==> src/rtl/deq_pkg.sv <==
package deq_pkg;

    localparam int DATA_W  = 32;
    localparam int ACT_W   = 3;
    localparam int OCC_W   = 5;
    localparam int STAT_W  = 2;
    localparam int DEPTH_D = 16;

    typedef enum logic [ACT_W-1:0] {
        ACT_PUSH_FRONT = 3'd0,
        ACT_PUSH_BACK  = 3'd1,
        ACT_POP_FRONT  = 3'd2,
        ACT_POP_BACK   = 3'd3,
        ACT_QUERY      = 3'd4
    } t_action;

    typedef enum logic [STAT_W-1:0] {
        STAT_OK        = 2'd0,
        STAT_OVERFLOW  = 2'd1,
        STAT_UNDERFLOW = 2'd2
    } t_status;

    typedef enum logic {
        ST_IDLE,
        ST_READ
    } t_state;

    // write enable from pointer logic to the slot memory, with the action's status
    typedef struct packed {
        logic    wr_en;
        t_status status;
    } t_upd;

endpackage

==> src/rtl/deq_ram.sv <==
module deq_ram #(
    parameter int DEPTH = deq_pkg::DEPTH_D
) (
    input  logic                              i_clk,
    input  logic                              i_wr_en,
    input  logic [$clog2(DEPTH)-1:0]          i_wr_addr,
    input  logic signed [deq_pkg::DATA_W-1:0] i_wr_data,
    input  logic                              i_rd_en,
    input  logic [$clog2(DEPTH)-1:0]          i_rd_addr_a,
    input  logic [$clog2(DEPTH)-1:0]          i_rd_addr_b,
    output logic signed [deq_pkg::DATA_W-1:0] o_rd_data_a,
    output logic signed [deq_pkg::DATA_W-1:0] o_rd_data_b
);

    logic signed [deq_pkg::DATA_W-1:0] r_mem [DEPTH];

    always_ff @(posedge i_clk) begin
        if (i_wr_en) begin
            r_mem[i_wr_addr] <= i_wr_data;
        end
    end

    // a read of the entry written in the same cycle takes the new word
    always_ff @(posedge i_clk) begin
        if (i_rd_en) begin
            if (i_wr_en && (i_wr_addr == i_rd_addr_a)) begin
                o_rd_data_a <= i_wr_data;
            end else begin
                o_rd_data_a <= r_mem[i_rd_addr_a];
            end
            if (i_wr_en && (i_wr_addr == i_rd_addr_b)) begin
                o_rd_data_b <= i_wr_data;
            end else begin
                o_rd_data_b <= r_mem[i_rd_addr_b];
            end
        end
    end

endmodule

==> src/rtl/deq_ptr.sv <==
module deq_ptr #(
    parameter int DEPTH = deq_pkg::DEPTH_D
) (
    input  logic                              i_clk,
    input  logic                              i_rst_n,
    input  logic                              i_accept,
    input  logic [deq_pkg::ACT_W-1:0]         i_action,
    output deq_pkg::t_upd                     o_upd,
    output logic [$clog2(DEPTH)-1:0]          o_wr_addr,
    output logic [$clog2(DEPTH)-1:0]          o_rd_front,
    output logic [$clog2(DEPTH)-1:0]          o_rd_back,
    output logic [$clog2(DEPTH+1)-1:0]        o_count
);

    localparam int AW = $clog2(DEPTH);
    localparam int CW = $clog2(DEPTH + 1);
    localparam logic [AW-1:0] LAST = AW'(DEPTH - 1);
    localparam logic [CW-1:0] FULL = CW'(DEPTH);

    logic [AW-1:0] r_head, n_head;
    logic [AW-1:0] r_tail, n_tail;
    logic [CW-1:0] r_count, n_count;
    logic          wr_en;
    deq_pkg::t_status status;

    function automatic logic [AW-1:0] ring_next(input logic [AW-1:0] p);
        return (p == LAST) ? '0 : p + 1'b1;
    endfunction

    function automatic logic [AW-1:0] ring_prev(input logic [AW-1:0] p);
        return (p == '0) ? LAST : p - 1'b1;
    endfunction

    always_comb begin
        n_head    = r_head;
        n_tail    = r_tail;
        n_count   = r_count;
        wr_en     = 1'b0;
        o_wr_addr = r_tail;
        status    = deq_pkg::STAT_OK;
        case (i_action)
            deq_pkg::ACT_PUSH_FRONT: begin
                if (r_count == FULL) begin
                    status = deq_pkg::STAT_OVERFLOW;
                end else begin
                    n_head    = ring_prev(r_head);
                    o_wr_addr = n_head;
                    wr_en     = 1'b1;
                    n_count   = r_count + 1'b1;
                end
            end
            deq_pkg::ACT_PUSH_BACK: begin
                if (r_count == FULL) begin
                    status = deq_pkg::STAT_OVERFLOW;
                end else begin
                    o_wr_addr = r_tail;
                    n_tail    = ring_next(r_tail);
                    wr_en     = 1'b1;
                    n_count   = r_count + 1'b1;
                end
            end
            deq_pkg::ACT_POP_FRONT: begin
                if (r_count == '0) begin
                    status = deq_pkg::STAT_UNDERFLOW;
                end else begin
                    n_head  = ring_next(r_head);
                    n_count = r_count - 1'b1;
                end
            end
            deq_pkg::ACT_POP_BACK: begin
                if (r_count == '0) begin
                    status = deq_pkg::STAT_UNDERFLOW;
                end else begin
                    n_tail  = ring_prev(r_tail);
                    n_count = r_count - 1'b1;
                end
            end
            default: begin
            end
        endcase
    end

    assign o_upd.wr_en  = wr_en & i_accept;
    assign o_upd.status = status;
    assign o_rd_front   = n_head;
    assign o_rd_back    = ring_prev(n_tail);
    assign o_count      = r_count;

    always_ff @(posedge i_clk) begin
        if (!i_rst_n) begin
            r_head  <= '0;
            r_tail  <= '0;
            r_count <= '0;
        end else if (i_accept) begin
            r_head  <= n_head;
            r_tail  <= n_tail;
            r_count <= n_count;
        end
    end

endmodule

==> src/rtl/double_ended_queue.sv <==
// double-ended queue of signed 32-bit words kept in a ring of DEPTH slots
// input channel: i_in_valid / o_in_stall with i_action and i_value; an
// action is one of push front, push back, pop front, pop back or query
// output channel: o_out_valid / i_out_stall; one result beat per input
// beat with the front and back words, occupancy, empty/full and status
// a beat is accepted at a clock edge where valid is high and stall is low
// timing: the accept edge updates the pointers, writes the slot memory and
// reads the new front and back slots into the memory's read registers;
// a later edge, once the result register is free, loads the result
// a new input beat is not taken until the result of the beat in flight
// has been loaded into the result register
// when the receiver stalls, the result register holds; the next input is
// still taken and waits in the read stage until the result register frees
// reset (i_rst_n low, synchronous) empties the queue and clears both
// channels; slot contents are not cleared, an empty queue reads as 0
module double_ended_queue #(
    parameter int DEPTH = deq_pkg::DEPTH_D
) (
    input  logic                              i_clk,
    input  logic                              i_rst_n,
    input  logic                              i_in_valid,
    output logic                              o_in_stall,
    input  logic [deq_pkg::ACT_W-1:0]         i_action,
    input  logic signed [deq_pkg::DATA_W-1:0] i_value,
    output logic                              o_out_valid,
    input  logic                              i_out_stall,
    output logic signed [deq_pkg::DATA_W-1:0] o_front_value,
    output logic signed [deq_pkg::DATA_W-1:0] o_back_value,
    output logic [deq_pkg::OCC_W-1:0]         o_occupancy,
    output logic                              o_is_empty,
    output logic                              o_is_full,
    output logic [deq_pkg::STAT_W-1:0]        o_status
);

    localparam int AW = $clog2(DEPTH);
    localparam int CW = $clog2(DEPTH + 1);

    deq_pkg::t_state r_state, n_state;
    deq_pkg::t_upd   upd;

    logic          accept;
    logic          out_load;
    logic [AW-1:0] wr_addr;
    logic [AW-1:0] rd_front;
    logic [AW-1:0] rd_back;
    logic [CW-1:0] count;

    logic signed [deq_pkg::DATA_W-1:0] rd_data_a;
    logic signed [deq_pkg::DATA_W-1:0] rd_data_b;

    deq_pkg::t_status r_stat;
    logic             r_out_valid;
    logic signed [deq_pkg::DATA_W-1:0] r_front;
    logic signed [deq_pkg::DATA_W-1:0] r_back;
    logic [deq_pkg::OCC_W-1:0]         r_occ;
    logic                              r_empty;
    logic                              r_full;
    deq_pkg::t_status                  r_stat_out;

    deq_ptr #(
        .DEPTH(DEPTH)
    ) u_ptr (
        .i_clk      (i_clk),
        .i_rst_n    (i_rst_n),
        .i_accept   (accept),
        .i_action   (i_action),
        .o_upd      (upd),
        .o_wr_addr  (wr_addr),
        .o_rd_front (rd_front),
        .o_rd_back  (rd_back),
        .o_count    (count)
    );

    deq_ram #(
        .DEPTH(DEPTH)
    ) u_ram (
        .i_clk       (i_clk),
        .i_wr_en     (upd.wr_en),
        .i_wr_addr   (wr_addr),
        .i_wr_data   (i_value),
        .i_rd_en     (accept),
        .i_rd_addr_a (rd_front),
        .i_rd_addr_b (rd_back),
        .o_rd_data_a (rd_data_a),
        .o_rd_data_b (rd_data_b)
    );

    always_comb begin
        n_state = r_state;
        case (r_state)
            deq_pkg::ST_IDLE: begin
                if (i_in_valid) begin
                    n_state = deq_pkg::ST_READ;
                end
            end
            deq_pkg::ST_READ: begin
                if (!(r_out_valid && i_out_stall)) begin
                    n_state = deq_pkg::ST_IDLE;
                end
            end
            default: begin
                n_state = deq_pkg::ST_IDLE;
            end
        endcase
    end

    always_comb begin
        o_in_stall = 1'b1;
        out_load   = 1'b0;
        case (r_state)
            deq_pkg::ST_IDLE: begin
                o_in_stall = 1'b0;
            end
            deq_pkg::ST_READ: begin
                out_load = !(r_out_valid && i_out_stall);
            end
            default: begin
            end
        endcase
    end

    assign accept = i_in_valid && !o_in_stall;

    always_ff @(posedge i_clk) begin
        if (!i_rst_n) begin
            r_state     <= deq_pkg::ST_IDLE;
            r_out_valid <= 1'b0;
        end else begin
            r_state <= n_state;
            if (out_load) begin
                r_out_valid <= 1'b1;
            end else if (!i_out_stall) begin
                r_out_valid <= 1'b0;
            end
        end
    end

    always_ff @(posedge i_clk) begin
        if (accept) begin
            r_stat <= upd.status;
        end
        if (out_load) begin
            // pointers and count already hold the state after the action
            r_front    <= (count == '0) ? '0 : rd_data_a;
            r_back     <= (count == '0) ? '0 : rd_data_b;
            r_occ      <= deq_pkg::OCC_W'(count);
            r_empty    <= (count == '0);
            r_full     <= (count == CW'(DEPTH));
            r_stat_out <= r_stat;
        end
    end

    assign o_out_valid   = r_out_valid;
    assign o_front_value = r_front;
    assign o_back_value  = r_back;
    assign o_occupancy   = r_occ;
    assign o_is_empty    = r_empty;
    assign o_is_full     = r_full;
    assign o_status      = r_stat_out;

endmodule
==> config.mk <==
export PLATFORM = sky130hd
export DESIGN_NAME = double_ended_queue
export DESIGN_NICKNAME = d
export VERILOG_FILES = /design/src/rtl/deq_pkg.sv /design/src/rtl/deq_ram.sv /design/src/rtl/deq_ptr.sv /design/src/rtl/double_ended_queue.sv
export SDC_FILE = /design/constraint.sdc
export NUM_CORES = 1
export LEC_CHECK = 0
export ABC_CLOCK_PERIOD_IN_PS = 10970
export BUFFER_PORTS_ARGS = -buffer_cell sky130_fd_sc_hd__buf_2
export CAP_MARGIN = 10
export CORE_MARGIN = 2
export CORE_UTILIZATION = 50
export DETAILED_ROUTE_END_ITERATION = 6
export HOLD_SLACK_MARGIN = 0.12
export PLACE_DENSITY = 0.7
export SETUP_SLACK_MARGIN = 0.2
export SYNTH_ARGS = -nofsm -noshare
export SYNTH_HDL_FRONTEND = slang
export SYNTH_SLANG_ARGS = --single-unit
==> constraint.sdc <==
create_clock -name i_clk -period 10.97 [get_ports i_clk]
set_input_delay 0 -clock i_clk [delete_from_list [all_inputs] [get_ports i_clk]]
set_output_delay 0 -clock i_clk [all_outputs]
set_load 0.02 [all_outputs]
# After elaboration in Yosys (flattened, before gate mapping)
# Memories as Yosys holds them, arrays and structs flattened. A register that Yosys moved wholly into a read port is not among the register bits.
# Index checks and enable logic that the tools add are counted.
[classes]
n_bitwise = 2
n_addsub = 7
n_eq_ne = 9
n_reduce_logical = 12
n_mux = 30
[op_table]
columns = ["operator", "n"]
rows = [
  ["$mux W4", 11],
  ["$pmux W4 S2", 2],
  ["$logic_not A4 Y1", 3],
  ["$sub A4 B1 Y4 const B", 3],
  ["$mux W1", 11],
  ["$mux W5", 2],
  ["$pmux W5 S2", 1],
  ["$add A4 B1 Y4 const B", 2],
  ["$eq A4 B4 Y1 const B", 2],
  ["$eq A3 B2 Y1 const B", 2],
  ["$add A5 B1 Y5 const B", 1],
  ["$eq A5 B5 Y1 const B", 1],
  ["$logic_not A5 Y1", 1],
  ["$sub A5 B1 Y5 const B", 1],
  ["$ne A2 B2 Y1 const B", 2],
  ["$pmux W2 S2", 1],
  ["$reduce_and A4 Y1", 1],
  ["$reduce_or A2 Y1", 2],
  ["$eq A3 B1 Y1 const B", 1],
  ["$logic_not A3 Y1", 1],
  ["$logic_and A1 B1 Y1", 2],
  ["$mux W2", 1],
  ["$ne A2 B1 Y1 const B", 1],
  ["$pmux W1 S2", 1],
  ["4 further kinds", 4],
]
[word_totals]
ff_bits = 90
in_bits = 39
ramBits = 512
wordCells = 73
memories = 1
[mem_list]
columns = ["name", "words", "width", "rd", "rd_clocked_by_memory_dff", "wr", "line", "source"]
rows = [
  ["u_ram.r_mem", 16, 32, 2, 2, 1, "deq_ram.sv:15", "logic signed [deq_pkg::DATA_W-1:0] r_mem [DEPTH];"],
]

# Depth between registers and ports, before layout
[logic_depth]
ltp_word = 6
ltp_mapped = 16

# By module
# From an unflattened synthesis, not the netlist that was laid out.
[unflattened]
cells_unflattened = 1571
area_unflattened_um2 = 29985.0
[modules_own_cells]
columns = ["mod", "area_each_um2", "cells_per_inst", "n_inst"]
rows = [
  ["deq_ram", 25650.9, 1220, 1],
  ["double_ended_queue", 2995.4, 165, 1],
  ["deq_ptr", 1338.8, 186, 1],
]

# Worst setup path before layout
# OpenSTA, ideal clock, no wires.
[synth_timing]
path_kind = "register to register"
startpoint = "register r_state"
endpoint = "register r_back, in the netlist o_back_value[0] (enable)"
slack_ns = 4.479
setup_time_ns = 0.617
stages_incl_launch_ff = 2
arrival_time_ns = 5.873
t_required_ns = 10.353
cell_sequence = "dfxtp_1 -> a21boi_0"
[synth_between]
elab_chain_len = 1
[synth_rtl]
columns = ["element", "line", "source"]
rows = [
  ["start: declaration", "double_ended_queue.sv:38", "deq_pkg::t_state r_state, n_state;"],
  ["start signal: assignment", "double_ended_queue.sv:126", "r_state <= deq_pkg::ST_IDLE;"],
  ["start signal: assignment", "double_ended_queue.sv:129", "r_state <= n_state;"],
  ["$mux W1", "double_ended_queue.sv:110", "case (r_state)"],
  ["named net out_load", "double_ended_queue.sv:42", "logic out_load;"],
  ["end signal: assignment", "double_ended_queue.sv:145", "r_back <= (count == '0) ? '0 : rd_data_b;"],
  ["end: declaration", "double_ended_queue.sv:54", "logic signed [deq_pkg::DATA_W-1:0] r_back;"],
]
# The timed path passes the listed nets, and every way through them passes these cells.
# A chain may end at the register's enable or synchronous reset.

# Final worst setup path
[layout_timing]
startpoint = "register u_ptr.r_count[0] (netlist: u_ptr.o_count[0])"
endpoint = "register u_ram.o_rd_data_b[29] in the netlist's numbering, read port of u_ram.r_mem, data pin"
[layout_between]
elab_chain_len = 5
word_cells_on_any_way = 8
[layout_rtl]
columns = ["element", "line", "source"]
rows = [
  ["start: declaration", "deq_ptr.sv:22", "logic [CW-1:0] r_count, n_count;"],
  ["start signal: assignment", "deq_ptr.sv:97", "r_count <= n_count;"],
  ["$eq A5 B5 Y1 / $logic_not A5 Y1 (equally long branches)", "deq_ptr.sv:53, deq_ptr.sv:71", ""],
  ["$mux W4, on equally long branches", "deq_ptr.sv:53, deq_ptr.sv:71", ""],
  ["$pmux W4 S2 *", "deq_ptr.sv:41", "case (i_action)"],
  ["$sub A4 B1 Y4 / $logic_not A4 Y1 (equally long branches)", "deq_ptr.sv:31", "return (p == '0) ? LAST : p - 1'b1;"],
  ["$mux W4 *", "deq_ptr.sv:31", ""],
  ["end: declaration", "deq_ram.sv:12", "output logic signed [deq_pkg::DATA_W-1:0] o_rd_data_b"],
]
# Every way passes the cells marked *; elsewhere a longest branch is shown, timed or not.

==> results.toml <==
[finish]
syn2layout_area_growth_pct = 13.2
drive_gt1_frac = 0.132
layout_commonest_cell = "nand2_1"
layout_common_cells = "657 x nand2_1, 651 x edfxtp_1, 356 x nand3_1"
final_core_util = 0.571
nNetsFinal = 2733
finalNonFillerCells = 3574
nFillCells = 4889

[drt]
finalWirelength_mm = 88.8
first_iter_violations = 2877
vias_per_cell = 6.31
detail-route-antenna-nets = 0
drc_errors = 0
dr.pass1.iters = 7
wl_per_cell_um = 24.9
dr_total_vias = 22600

[sta]
finalCritPeriodShare = 0.531
hold_viol_final = 0
drv_slew = 0
finalSetupViolations = 0
tns_ns = 0
slew_headroom = 0.121
rsz0062_at_grt = "false"
fin_skew_ns = 0.0293
period_needed_ns = 5.82
max_freq_mhz = 172
tightest_slew_ns = 1.32

[floorplan]
fp.dieH_um = 253
fp.dieW_um = 253
ios = 114
fp.coreArea_mm2 = 0.0616
std_cell_rows = 91
die_area_mm2 = 0.0641
initial_core_util = 0.504

[power]
power_mw = 6.32
power_density_mw_per_mm2 = 180
leakage_nw = 12.9
ir_worst_vdd_v = 0.0000955

[logic_synthesis]
synthArstFlopShare = 0
synth_area_per_cell_um2 = 11.9
yosysTopAreaCell = "edfxtp_1"
syn_nets = 2653
synthTopCellsByArea = "edfxtp_1 63%, nand2_1 8.0%, nand3_1 5.7%"
ys_types = 64
syn_area_mm2 = 0.0311
ys_warn_count = 0
postSynthRegisterBits = 666
synth_edf_count = 651
netlist.area_leader.share = 0.630
synthFlopType = "edfxtp_1"
synthCells = 2603
synth.yosys.seq_area_share = 0.639

[clock_network]
clkTransAtPathRegs_ns = 0.06
clk_latency_ns = 0.61
postCtsHoldBufs = 39
cts_tree = "yes"
htreeDepth = 3
cts_resized = 0
cts_inserted_buffers = 71
root_buffer = "clkbuf_16"
cts_sinks = 666
cts_max_path_buffers = 3
postCtsSetupRepairBufs = 0

[place]
dp_cells = 3408
gp_congestion = 0.846
io_buffers = 113
dp_hpwl_mm = 48.0

[worst_hold_path]
whs_endpoint = "u_ptr.r_tail[3]"
holdPathStages = 7
hp-class = "primary input to register"
holdCritStartpoint = "i_action[0]"

[worst_setup_path]
regToRegEndpoint = "u_ram.o_rd_data_b[29]"
arrival_ns = 6.18
endpoint_kind = "register"
timing.rr.start = "u_ptr.o_count[0]"
crit_path_start = "u_ptr.o_count[0]"
crit_path_start_kind = "register"
reg2regPathDepth = 11
path_class = "register to register"
crit_fanout = 47
reg2reg_slack_ns = 5.15
critPathRequiredTime_ns = 11.33

[grt]
globalRouteMet3Util = 0.0456
use_met2 = 0.455
grt_util_all_layers = 0.277
antenna_found_initial = 7
grt_overflow = 0
grt_pass1_vias = 22200
grt_pass1_wl_mm = 133
grt-busiest-layer = "met2"
grt_max_degree = 194
use_met1 = 0.363

[flow_run]
maxCapViolCount = 0

[run_status]
status = "complete, no violations"
## kinds of logic after synthesis
group	after synthesis	synth area share
AOI/OAI and AO/OA	268	0.0615
and+or+nand+nor	1247	0.180
adders and majority gates	11	0.00467
xor gates and xnor gates	11	0.00310
buffers and inverters	231	0.0300
DFF	666	0.639
muxes	169	0.0820
## layout make-up
class / count / area, µm² / area share
inverter: 42 / 159 / 0.00452
multi-input combinational: 1706 / 10600 / 0.300
antenna: 2 / 5.00 / 0.000142
clock inverter: 33 / 333 / 0.00947
sequential: 666 / 19800 / 0.565
clock buffer: 92 / 1900 / 0.0540
tap: 837 / 1050 / 0.0298
timing repair buffer: 196 / 1310 / 0.0373
## worst max-delay path by stage
stage | end | slack (ns) | depth (start not counted)
6_report | u_ram.o_rd_data_b[29] | 5.15 | 11
5_1_grt | u_ram.o_rd_data_b[29] | 4.89 | 11
4_1_cts | u_ram.o_rd_data_b[29] | 5.26 | 11
3_5_place_dp | u_ram.o_rd_data_b[29] | 5.30 | 11
3_3_place_gp | u_ram.o_rd_data_b[29] | 5.46 | 11
2_1_floorplan | o_back_value[0] | 4.48 | 1
## per-layer routing
layer | vias to the layer above | wire, µm | share of wire
met5 | - | 37 | 0.00042
met4 | 6 | 3490 | 0.039
met3 | 252 | 9570 | 0.11
met2 | 1520 | 42700 | 0.48
met1 | 11000 | 33100 | 0.37
li1 | 9778 | - | -
## Yosys cell counts (9+ instances only)
cell type / number
edfxtp_1: 651
o21ai_0: 14
a211oi_1: 33
buf_2: 21
mux2i_1: 98
clkbuf_1: 153
ha_1: 10
mux4_2: 68
a22o_1: 30
dfxtp_1: 15
nor2_1: 62
and3_1: 65
nand3_1: 356
buf_1: 10
a31oi_1: 96
nand2_1: 658
a22oi_1: 31
inv_1: 42
and2_1: 73
a21oi_1: 16
xnor2_1: 9
## report_power, final
group | switching [mW] | total, mW | internal [mW]
registers | 0.0349 | 2.94 | 2.90
clock network | 0.973 | 2.34 | 1.36
logic | 0.684 | 1.05 | 0.363
total | 1.69 | 6.32 | 4.63
## sequential cells by signal (all words and copies together) (netlist names)
name and flops:
o_back_value 32, u_ram.r_mem 512, u_ram.o_rd_data_b 32, o_front_value 32, o_is_full 1, u_ram.o_rd_data_a 32
r_state 1, o_occupancy 5, r_stat 2, o_is_empty 1, u_ptr.r_head 4, o_status 2
u_ptr.o_count 5, u_ptr.r_tail 4, o_out_valid 1
## per-stage QoR
step           cell area (µm²)  hold slack, ns  setup WS (ns)
2_1_floorplan            31100          0.0989           4.48
3_3_place_gp             32500           0.271           5.46
3_5_place_dp             32500           0.324           5.30
4_1_cts                  35200           0.230           5.26
5_1_grt                  35200           0.337           4.89
6_report                 35200           0.271           5.15
## critical path, stage by stage (launching register included)
cell,delay [ns]
dfxtp_1,0.38
nor4_2,0.94
a2111oi_0,0.32
a21oi_1,0.68
ha_4,0.56
buf_4,0.81
xnor2_1,0.20
o311ai_0,0.15
a21oi_1,0.27
o2111ai_4,0.32
buf_4,0.45
mux2_2,0.37
(Power assumes the default switching activity.)
